===== src/rtl/first_fit_interval_allocator_top_defines.svh =====
// Assertion macros for the first-fit interval allocator top level.
`ifndef FIRST_FIT_INTERVAL_ALLOCATOR_TOP_DEFINES_SVH
`define FIRST_FIT_INTERVAL_ALLOCATOR_TOP_DEFINES_SVH

`ifndef SYNTHESIS
// Property checked at every rising clock edge, held off while reset is high.
`define FFIA_ASSERT(label, clk, rst, prop) \
   label: assert property (@(posedge clk) disable iff (rst) prop) \
      else $error("assertion failed in first-fit allocator");
// Property checked at every rising clock edge, reset included.
`define FFIA_ASSERT_ALWAYS(label, clk, prop) \
   label: assert property (@(posedge clk) prop) \
      else $error("assertion failed in first-fit allocator");
`else
`define FFIA_ASSERT(label, clk, rst, prop)
`define FFIA_ASSERT_ALWAYS(label, clk, prop)
`endif

`endif


===== src/rtl/ffia_pkg.sv =====
// Types and constants shared by the first-fit interval allocator modules.
package ffia_pkg;

   localparam int ACTION_W    = 1;
   localparam int DAY_W       = 7;
   localparam int DURATION_W  = 5;
   localparam int STATUS_W    = 2;
   localparam int RES_INDEX_W = 4;
   localparam int BUSY_W      = 5;
   localparam int REQ_TDATA_W = 16;
   localparam int REQ_TUSER_W = 1;
   localparam int RSP_TDATA_W = 16;

   localparam logic [ACTION_W-1:0] ACT_ASSIGN = 1'b0;
   localparam logic [ACTION_W-1:0] ACT_COUNT  = 1'b1;

   localparam logic [STATUS_W-1:0] ST_OK     = 2'd0;
   localparam logic [STATUS_W-1:0] ST_NOFREE = 2'd1;
   localparam logic [STATUS_W-1:0] ST_RANGE  = 2'd2;

   localparam logic [BUSY_W-1:0] BUSY_MAX = 5'd31;

   typedef enum logic [1:0] {
      ST_IDLE,
      ST_SCAN,
      ST_RESULT
   } state_type;

   typedef struct packed {
      logic load;
      logic scan;
      logic finish;
   } cmd_type;

   typedef struct packed {
      logic err;
      logic hit;
      logic scan_done;
      logic out_free;
   } sts_type;

endpackage


===== src/rtl/ffia_ram.sv =====
// Generic simple dual-port RAM with one write port and a registered read port.
module ffia_ram #(
   parameter int WIDTH = 128,
   parameter int DEPTH = 16
) (
   input  logic                                   clock,
   input  logic                                   we,
   input  logic [(DEPTH > 1 ? $clog2(DEPTH) : 1)-1:0] waddr,
   input  logic [WIDTH-1:0]                       wdata,
   input  logic                                   re,
   input  logic [(DEPTH > 1 ? $clog2(DEPTH) : 1)-1:0] raddr,
   output logic [WIDTH-1:0]                       rdata
);

   logic [WIDTH-1:0] mem_ff [DEPTH];
   logic [WIDTH-1:0] rdata_ff;

   always_ff @(posedge clock) begin
      if (we) begin
         mem_ff[waddr] <= wdata;
      end
      if (re) begin
         rdata_ff <= mem_ff[raddr];
      end
   end

   assign rdata = rdata_ff;

endmodule


===== src/rtl/ffia_ctrl.sv =====
// Controller state machine of the first-fit interval allocator.
module ffia_ctrl (
   input  logic              clock,
   input  logic              reset,
   input  logic              req_tvalid,
   output logic              req_tready,
   input  ffia_pkg::sts_type sts,
   output ffia_pkg::cmd_type cmd
);

   ffia_pkg::state_type state_ff;
   ffia_pkg::state_type state_in;

   always_ff @(posedge clock) begin
      if (reset) begin
         state_ff <= ffia_pkg::ST_IDLE;
      end else begin
         state_ff <= state_in;
      end
   end

   always_comb begin
      state_in   = state_ff;
      cmd        = '0;
      req_tready = 1'b0;
      unique case (state_ff)
         ffia_pkg::ST_IDLE: begin
            req_tready = 1'b1;
            if (req_tvalid) begin
               cmd.load = 1'b1;
               state_in = ffia_pkg::ST_SCAN;
            end
         end
         ffia_pkg::ST_SCAN: begin
            cmd.scan = 1'b1;
            // A range error, a free resource or the last row all end the scan.
            if (sts.err || sts.hit || sts.scan_done) begin
               state_in = ffia_pkg::ST_RESULT;
            end
         end
         ffia_pkg::ST_RESULT: begin
            if (sts.out_free) begin
               cmd.finish = 1'b1;
               state_in   = ffia_pkg::ST_IDLE;
            end
         end
         default: begin
            state_in = ffia_pkg::ST_IDLE;
         end
      endcase
   end

endmodule


===== src/rtl/ffia_dp.sv =====
// Datapath of the first-fit interval allocator: item registers, scan and result register.
module ffia_dp #(
   parameter int DAYS         = 128,
   parameter int RESOURCES    = 16,
   parameter int MAX_DURATION = 16
) (
   input  logic                                clock,
   input  logic                                reset,
   input  ffia_pkg::cmd_type                   cmd,
   output ffia_pkg::sts_type                   sts,
   input  logic [ffia_pkg::REQ_TDATA_W-1:0]    req_tdata,
   input  logic [ffia_pkg::REQ_TUSER_W-1:0]    req_tuser,
   output logic                                rsp_tvalid,
   input  logic                                rsp_tready,
   output logic [ffia_pkg::RSP_TDATA_W-1:0]    rsp_tdata
);

   localparam int IDX_W  = (RESOURCES > 1) ? $clog2(RESOURCES) : 1;
   localparam int CNT_W  = $clog2(RESOURCES + 1);
   localparam int BC_W   = (CNT_W > ffia_pkg::BUSY_W) ? CNT_W : ffia_pkg::BUSY_W;
   localparam int DAY_AW = $clog2(DAYS);
   localparam int SUM_W  = $clog2(DAYS + 256);
   localparam int DUR_CW = 8;

   // Item fields
   logic [ffia_pkg::DAY_W-1:0]      in_day;
   logic [ffia_pkg::DURATION_W-1:0] in_dur;
   logic [ffia_pkg::ACTION_W-1:0]   in_act;
   logic [DAYS-1:0]                 in_ones;
   logic [DAYS-1:0]                 in_mask;
   logic                            in_err;

   logic [ffia_pkg::ACTION_W-1:0] action_ff;
   logic [ffia_pkg::DAY_W-1:0]    day_ff;
   logic                          err_ff;
   logic [DAYS-1:0]               mask_ff;

   // Scan control
   logic [CNT_W-1:0]     rd_cnt_ff, rd_cnt_in;
   logic                 pend_vld_ff, pend_vld_in;
   logic [IDX_W-1:0]     pend_idx_ff;
   logic                 pend_rv_ff;
   logic [RESOURCES-1:0] row_vld_ff;
   logic                 issue;

   // Evaluation
   logic [DAYS-1:0]   rd_data;
   logic [DAYS-1:0]   row;
   logic [DAY_AW-1:0] day_idx;
   logic              is_assign;
   logic              eval;
   logic              hit;

   logic             hit_ff;
   logic [IDX_W-1:0] hit_idx_ff;
   logic [BC_W-1:0]  busy_ff;

   // Result register
   logic                             rsp_vld_ff;
   logic [ffia_pkg::RSP_TDATA_W-1:0] rsp_data_ff;
   logic [ffia_pkg::STATUS_W-1:0]    res_status;
   logic [ffia_pkg::RES_INDEX_W-1:0] res_index;
   logic [ffia_pkg::BUSY_W-1:0]      res_busy;

   assign in_day = req_tdata[ffia_pkg::DAY_W-1:0];
   assign in_dur = req_tdata[ffia_pkg::DAY_W +: ffia_pkg::DURATION_W];
   assign in_act = req_tuser[ffia_pkg::ACTION_W-1:0];

   assign in_ones = ~({DAYS{1'b1}} << in_dur);
   assign in_mask = in_ones << in_day;

   always_comb begin
      if (in_act == ffia_pkg::ACT_ASSIGN) begin
         in_err = (in_dur == '0)
               || (DUR_CW'(in_dur) > DUR_CW'(MAX_DURATION))
               || ((SUM_W'(in_day) + SUM_W'(in_dur)) > SUM_W'(DAYS));
      end else begin
         in_err = SUM_W'(in_day) >= SUM_W'(DAYS);
      end
   end

   assign issue     = cmd.scan && (rd_cnt_ff < CNT_W'(RESOURCES));
   assign row       = pend_rv_ff ? rd_data : '0;
   assign day_idx   = DAY_AW'(day_ff);
   assign is_assign = (action_ff == ffia_pkg::ACT_ASSIGN);
   assign eval      = cmd.scan && pend_vld_ff && !err_ff;
   assign hit       = eval && is_assign && ((row & mask_ff) == '0);

   assign sts.err       = err_ff;
   assign sts.hit       = hit;
   assign sts.scan_done = pend_vld_ff && (pend_idx_ff == IDX_W'(RESOURCES - 1));
   assign sts.out_free  = !rsp_vld_ff || rsp_tready;

   ffia_ram #(
      .WIDTH (DAYS),
      .DEPTH (RESOURCES)
   ) u_occ (
      .clock (clock),
      .we    (hit),
      .waddr (pend_idx_ff),
      .wdata (row | mask_ff),
      .re    (issue),
      .raddr (rd_cnt_ff[IDX_W-1:0]),
      .rdata (rd_data)
   );

   always_comb begin
      rd_cnt_in   = rd_cnt_ff;
      pend_vld_in = pend_vld_ff;
      if (cmd.load) begin
         rd_cnt_in   = '0;
         pend_vld_in = 1'b0;
      end else if (cmd.scan) begin
         pend_vld_in = issue;
         if (issue) begin
            rd_cnt_in = rd_cnt_ff + CNT_W'(1);
         end
      end
   end

   always_ff @(posedge clock) begin
      if (reset) begin
         rd_cnt_ff   <= '0;
         pend_vld_ff <= 1'b0;
         row_vld_ff  <= '0;
      end else begin
         rd_cnt_ff   <= rd_cnt_in;
         pend_vld_ff <= pend_vld_in;
         if (hit) begin
            row_vld_ff[pend_idx_ff] <= 1'b1;
         end
      end
   end

   always_ff @(posedge clock) begin
      if (cmd.load) begin
         action_ff <= in_act;
         day_ff    <= in_day;
         err_ff    <= in_err;
         mask_ff   <= in_mask;
         hit_ff    <= 1'b0;
         busy_ff   <= '0;
      end else begin
         if (hit) begin
            hit_ff     <= 1'b1;
            hit_idx_ff <= pend_idx_ff;
         end
         if (eval && !is_assign) begin
            busy_ff <= busy_ff + BC_W'(row[day_idx]);
         end
      end
      if (issue) begin
         pend_idx_ff <= rd_cnt_ff[IDX_W-1:0];
         pend_rv_ff  <= row_vld_ff[rd_cnt_ff[IDX_W-1:0]];
      end
   end

   always_comb begin
      if (err_ff) begin
         res_status = ffia_pkg::ST_RANGE;
      end else if (is_assign && !hit_ff) begin
         res_status = ffia_pkg::ST_NOFREE;
      end else begin
         res_status = ffia_pkg::ST_OK;
      end
      res_index = hit_ff ? ffia_pkg::RES_INDEX_W'(hit_idx_ff) : '0;
      res_busy  = (busy_ff > BC_W'(ffia_pkg::BUSY_MAX)) ? ffia_pkg::BUSY_MAX
                                                         : busy_ff[ffia_pkg::BUSY_W-1:0];
   end

   always_ff @(posedge clock) begin
      if (reset) begin
         rsp_vld_ff <= 1'b0;
      end else if (cmd.finish) begin
         rsp_vld_ff <= 1'b1;
      end else if (rsp_tready) begin
         rsp_vld_ff <= 1'b0;
      end
   end

   always_ff @(posedge clock) begin
      if (cmd.finish) begin
         rsp_data_ff <= ffia_pkg::RSP_TDATA_W'({res_busy, res_index, res_status});
      end
   end

   assign rsp_tvalid = rsp_vld_ff;
   assign rsp_tdata  = rsp_data_ff;

endmodule


===== src/rtl/first_fit_interval_allocator_top.sv =====
// First-fit interval allocator: top level joining controller and datapath.
//
// The block keeps one occupancy row of DAYS slots for each of RESOURCES
// resources, all free after reset. An assign item asks for the slots from
// day up to day plus duration minus one; the block hands out the
// lowest-numbered resource whose slots in that window are all free and marks
// them. A count item returns how many resources are busy at one slot. Every
// item gives exactly one result item. Status is 0 on success, 1 when no
// resource has the window free and 2 when the interval is out of range
// (zero or overlong duration, window past the table, or a count slot past
// the table); nothing is marked on an error. The rows live in a RAM with a
// registered read port, and the controller scans them one per cycle. One
// item is in work at a time; the next item is accepted the cycle after a
// result is loaded, even while that result still waits on the output. The
// rows need no clearing pass: a valid flag per row makes a never-written
// row read as free.
`include "first_fit_interval_allocator_top_defines.svh"

module first_fit_interval_allocator_top #(
   parameter int DAYS         = 128,
   parameter int RESOURCES    = 16,
   parameter int MAX_DURATION = 16
) (
   input  logic                             clock,
   input  logic                             reset,
   // Request channel.
   input  logic                             req_tvalid,
   output logic                             req_tready,
   // Fields from bit 0: day [6:0], duration [11:7], zero fill [15:12].
   input  logic [ffia_pkg::REQ_TDATA_W-1:0] req_tdata,
   // Fields from bit 0: action [0] (0 assign, 1 count).
   input  logic [ffia_pkg::REQ_TUSER_W-1:0] req_tuser,
   // Response channel.
   output logic                             rsp_tvalid,
   input  logic                             rsp_tready,
   // Fields from bit 0: status [1:0], resource_index [5:2],
   // busy_count [10:6], zero fill [15:11].
   output logic [ffia_pkg::RSP_TDATA_W-1:0] rsp_tdata
);

   // Command and status bundles between the controller and the datapath.
   ffia_pkg::cmd_type cmd;
   ffia_pkg::sts_type sts;

   ffia_ctrl u_ctrl (
      .clock      (clock),
      .reset      (reset),
      .req_tvalid (req_tvalid),
      .req_tready (req_tready),
      .sts        (sts),
      .cmd        (cmd)
   );

   ffia_dp #(
      .DAYS         (DAYS),
      .RESOURCES    (RESOURCES),
      .MAX_DURATION (MAX_DURATION)
   ) u_dp (
      .clock      (clock),
      .reset      (reset),
      .cmd        (cmd),
      .sts        (sts),
      .req_tdata  (req_tdata),
      .req_tuser  (req_tuser),
      .rsp_tvalid (rsp_tvalid),
      .rsp_tready (rsp_tready),
      .rsp_tdata  (rsp_tdata)
   );

   // An accepted item keeps the input closed for at least the next cycle.
   `FFIA_ASSERT(a_one_item_in_work, clock, reset, (req_tvalid && req_tready) |=> !req_tready)

   // A new result only appears after the controller has finished an item.
   `FFIA_ASSERT(a_result_after_finish, clock, reset, $rose(rsp_tvalid) |-> $past(cmd.finish))

   // Slots are never marked for an item that failed its range check.
   `FFIA_ASSERT_ALWAYS(a_no_mark_on_error, clock, sts.hit |-> !sts.err)

endmodule


===== config.mk =====
export PLATFORM = sky130hd
export DESIGN_NAME = first_fit_interval_allocator_top
export DESIGN_NICKNAME = d
export VERILOG_FILES = /design/src/rtl/ffia_pkg.sv /design/src/rtl/ffia_ram.sv /design/src/rtl/ffia_ctrl.sv /design/src/rtl/ffia_dp.sv /design/src/rtl/first_fit_interval_allocator_top.sv
export VERILOG_INCLUDE_DIRS = /design/src /design/src/rtl
export SDC_FILE = /design/constraint.sdc
export NUM_CORES = 2
export LEC_CHECK = 0
export ABC_AREA = 1
export BUFFER_PORTS_ARGS = -buffer_cell sky130_fd_sc_hd__buf_2
export CORE_MARGIN = 4
export CORE_UTILIZATION = 50
export DETAILED_ROUTE_END_ITERATION = 8
export PLACE_DENSITY = 0.65
export REMOVE_ABC_BUFFERS = 1
export SLEW_MARGIN = 20
export SYNTH_ARGS = -nofsm -noshare
export SYNTH_HDL_FRONTEND = slang
export SYNTH_HIERARCHICAL = 1
export SYNTH_SLANG_ARGS = --single-unit

===== constraint.sdc =====
create_clock -name clock -period 15.35 [get_ports clock]
set_input_delay 0.7675 -clock clock [delete_from_list [all_inputs] [get_ports clock]]
set_output_delay 0.7675 -clock clock [all_outputs]
set_load 0.02 [all_outputs]

==> results.tsv <==
metric	value	unit
aggregate negative setup slack	0	ns
1st-iter DRT viols	8634	
worst-case headroom to the max-slew limit	27.1	%
overall via count from detail_route	71032	
sequential share of the synthesized area	68.7	%
power density relative to cell area	124	nW/um^2
CTS H-tree depth	4	
total wire length after detailed routing	286000	microns
Core Footprint	205000	sq um
CTS tree	built	
outcome	finished, final reports clean	
Horiz. Die Dim	462	microns
Maximum Capacitance Violations	0	
global-route wire length before repair	422000	microns
arrival time worst endpoint	7.08	ns
post-synthesis cell type count	36	
root buffer cell	sky130_fd_sc_hd__clkbuf_16	
largest net degree at the start of global routing	197	
die height	462	microns
row cnt	166	
Leak	44.7	nW
detailed placer's ending HPWL	158000	microns
maximum clock rate	0.152	GHz
DR pass1 iterations	8	
minimum setup slack after placement	8.99	ns
number of ports placed on the die boundary	39	
final setup fails	0	
final estimated routing congestion in global placement	0.971	
number of failing hold endpoints at the final stage	0	
clock net sink count	2364	
worst vdd rail ir drop	129	uV
final-layout fill cell count	17072	
number of buffers inserted by post-CTS setup repair	0	
layout cells sized above 1	6.31	%
cell area after layout	113000	sq um
post-cts gate resize count	0	
transition time at the pin with the least slew margin	1.09	ns
clock latency on the worst-skew pair	0.89	ns
Critical Path Source Type	flop	
data required time of the critical path	15.83	ns
mapped cell area	103000	sq um
layout overhead on the synthesized area	9.43	%
minimum clock period	6.59	ns
antenna-violating nets left	0	
overall overflow remaining after global route	0	
Worst Hold Slack	0.193	ns
effective utilization at floorplan	50.3	%
#FFs+latches synth	2364	
number of buffers inserted for hold repair after clock tree synthesis	0	
setup repair after global routing missed its margin	no	
PnR worst setup slack	8.76	ns
number of global-route vias before repair	66228	
area share of the largest cell type after synthesis	68.1	%
aggregate global-route resource usage	26.4	%
residual DRC count	0	
post-route clock period utilization	42.9	%
buffer depth of the longest clock path	3	
placed standard-cell area	105000	sq um
mean area per synthesized cell	10.4	sq um
element type at the critical path end	flop	
hold crit path type	in -> reg	
clock skew	0.0413	ns
final slew viol count	0	
layout net count	9762	
final routed wire length divided by cell count	22.7	microns
number of port buffers	29	
number of CTS-inserted buffers	235	
antenna violations before repair	11	
cell type with the largest total area after synthesis	sky130_fd_sc_hd__edfxtp_1	
Post-Syn Instances	9898	
total die area	213000	sq um
Setup CP Type	reg -> reg	
highest net fanout along the worst path	60	
biggest area contributors in the synthesized netlist	sky130_fd_sc_hd__edfxtp_1, sky130_fd_sc_hd__nand2_1, sky130_fd_sc_hd__nand3_1	
Syn. warnings	6	
ratio of routed vias to standard cells	5.62	
clock transition at the register clock pins on the worst setup and hold paths after CTS	0.07	ns
[cells in the mapped netlist]
cell	number
sky130_fd_sc_hd__o21bai_1	2
sky130_fd_sc_hd__nor3b_1	1
sky130_fd_sc_hd__nand4_1	53
sky130_fd_sc_hd__inv_1	1057
sky130_fd_sc_hd__xor2_1	1
sky130_fd_sc_hd__buf_6	6
sky130_fd_sc_hd__nor3_1	11
sky130_fd_sc_hd__nor2_2	2
sky130_fd_sc_hd__or2_2	76
sky130_fd_sc_hd__buf_4	83
sky130_fd_sc_hd__nor2_1	207
sky130_fd_sc_hd__o22ai_1	9
sky130_fd_sc_hd__o21ai_1	11
sky130_fd_sc_hd__nand3_1	1859
sky130_fd_sc_hd__dfxtp_1	31
sky130_fd_sc_hd__xnor2_1	1
sky130_fd_sc_hd__inv_4	1
sky130_fd_sc_hd__a21oi_1	39
sky130_fd_sc_hd__or2_1	4
sky130_fd_sc_hd__buf_2	254
sky130_fd_sc_hd__a31oi_1	2
sky130_fd_sc_hd__buf_1	55
sky130_fd_sc_hd__conb_1	1
sky130_fd_sc_hd__o211ai_1	60
sky130_fd_sc_hd__inv_2	13
sky130_fd_sc_hd__fa_1	1
sky130_fd_sc_hd__ha_1	8
sky130_fd_sc_hd__nor2_4	4
sky130_fd_sc_hd__clkbuf_1	162
sky130_fd_sc_hd__o31ai_1	1
sky130_fd_sc_hd__nand2_1	3470
sky130_fd_sc_hd__clkinv_1	4
sky130_fd_sc_hd__nand3b_1	4
sky130_fd_sc_hd__o32ai_1	1
sky130_fd_sc_hd__o21ai_0	71
sky130_fd_sc_hd__edfxtp_1	2333
[worst paths after layout]
check | startpoint | end | slack [ns] | cells after the start
hold reg to reg | u_dp/row_vld_ff[7] | u_dp/row_vld_ff[7] | 0.45 | 2
setup reg to reg | u_dp/pend_rv_ff | u_dp/u_occ/mem_ff[4][31] | 8.76 | 17
hold / removal | req_tuser | u_dp/action_ff | 0.19 | 1
setup / recovery | u_dp/pend_rv_ff | u_dp/u_occ/mem_ff[4][31] | 8.76 | 17
[stage by stage]
step / util (%) / power, mW / std cells
floorplan: - / 8.13 / 9342
global placement: 51.2 / 8.30 / 12182
detailed placement: 51.2 / 8.31 / 12183
CTS: 55.0 / 14.0 / 12621
global route: 55.0 / 14.4 / 12626
finish: 55.0 / 13.9 / 12630
[flip-flops by register name (all words and copies together) (netlist names), 2 cells and up]
register	count
u_dp/busy_ff	5
u_dp/rd_cnt_ff	5
u_dp/u_occ/rdata	128
u_ctrl/state_ff	2
u_dp/mask_ff	128
u_dp/row_vld_ff	16
u_dp/day_ff	7
u_dp/hit_idx_ff	4
u_dp/pend_idx_ff	4
u_dp/rsp_tdata	11
u_dp/u_occ/mem_ff	2048
[cell families (layout without fill, tap and decap cells)]
logic type	after synthesis	count (layout)	synth area share, %
buffers and inverters	1635	1666	6.62
flip-flops	2364	2364	68.7
other	1	14	0.00365
AO/OA/AOI/OAI	196	196	1.12
XOR/XNOR	2	2	0.0170
AND/OR/NAND/NOR	5691	5691	23.4
adder cells (fa/ha/maj)	9	9	0.117
[area by class of cell]
type,count,area (sq um),share of cell area [%]
multi-input combinational,5903,25500,22.7
antenna,9,22.5,0.0200
tap,2688,3360,2.99
timing repair buffer,153,1160,1.03
clock buffer,266,6020,5.35
inverter,1075,4080,3.62
clock inverter,172,1710,1.52
sequential,2364,70700,62.8
[metal layers]
metal / GRT usage, % / part of all wire [%] / up-vias
li1: - / - / 32670
met1: 36.9 / 41 / 34463
met2: 42.5 / 47 / 3344
met3: 3.80 / 8.7 / 555
met4: 9.54 / 3.5 / 0
met5: 0 / 0 / -
[power by group]
part	internal, mW	switching [mW]
clock network	3.28	2.46
registers	7.23	0.0318
logic	0.203	0.733
total	10.7	3.23
[worst max-delay path, stage by stage, from the launching register on]
cell,delay [ns]
sky130_fd_sc_hd__edfxtp_1,0.37
sky130_fd_sc_hd__buf_4,0.35
sky130_fd_sc_hd__buf_4,0.45
sky130_fd_sc_hd__nand2_1,0.13
sky130_fd_sc_hd__inv_1,0.07
sky130_fd_sc_hd__nand2_1,0.06
sky130_fd_sc_hd__o21ai_0,0.07
sky130_fd_sc_hd__nor2_1,0.25
sky130_fd_sc_hd__nand2_1,0.09
sky130_fd_sc_hd__nor2_1,0.36
sky130_fd_sc_hd__nand2_1,0.17
sky130_fd_sc_hd__nor2_4,0.51
sky130_fd_sc_hd__nand3_1,0.20
sky130_fd_sc_hd__inv_1,0.23
sky130_fd_sc_hd__nand3b_1,0.36
sky130_fd_sc_hd__nor2_4,0.74
sky130_fd_sc_hd__buf_4,0.86
sky130_fd_sc_hd__buf_4,0.71
[layout by cell type (no fill, tap or decap), types with 5 or more instances in the layout]
| master | netlist | routed |
|---|---|---|
| sky130_fd_sc_hd__a21oi_1 | 39 | 39 |
| sky130_fd_sc_hd__buf_12 | 0 | 5 |
| sky130_fd_sc_hd__buf_2 | 254 | 28 |
| sky130_fd_sc_hd__buf_4 | 83 | 118 |
| sky130_fd_sc_hd__bufinv_16 | 0 | 28 |
| sky130_fd_sc_hd__clkbuf_1 | 162 | 30 |
| sky130_fd_sc_hd__clkbuf_16 | 0 | 236 |
| sky130_fd_sc_hd__clkinv_1 | 4 | 60 |
| sky130_fd_sc_hd__clkinv_2 | 0 | 48 |
| sky130_fd_sc_hd__clkinv_4 | 0 | 6 |
| sky130_fd_sc_hd__clkinvlp_4 | 0 | 23 |
| sky130_fd_sc_hd__conb_1 | 1 | 5 |
| sky130_fd_sc_hd__dfxtp_1 | 31 | 27 |
| sky130_fd_sc_hd__diode_2 | 0 | 9 |
| sky130_fd_sc_hd__edfxtp_1 | 2333 | 2333 |
| sky130_fd_sc_hd__ha_1 | 8 | 8 |
| sky130_fd_sc_hd__inv_1 | 1057 | 1053 |
| sky130_fd_sc_hd__inv_2 | 13 | 12 |
| sky130_fd_sc_hd__inv_6 | 0 | 7 |
| sky130_fd_sc_hd__nand2_1 | 3470 | 3470 |
| sky130_fd_sc_hd__nand3_1 | 1859 | 1859 |
| sky130_fd_sc_hd__nand4_1 | 53 | 53 |
| sky130_fd_sc_hd__nor2_1 | 207 | 189 |
| sky130_fd_sc_hd__nor2_4 | 4 | 21 |
| sky130_fd_sc_hd__nor3_1 | 11 | 11 |
| sky130_fd_sc_hd__o211ai_1 | 60 | 60 |
| sky130_fd_sc_hd__o21ai_0 | 71 | 71 |
| sky130_fd_sc_hd__o21ai_1 | 11 | 11 |
| sky130_fd_sc_hd__o22ai_1 | 9 | 9 |
| sky130_fd_sc_hd__or2_2 | 76 | 76 |
(Power assumes the default switching activity.)
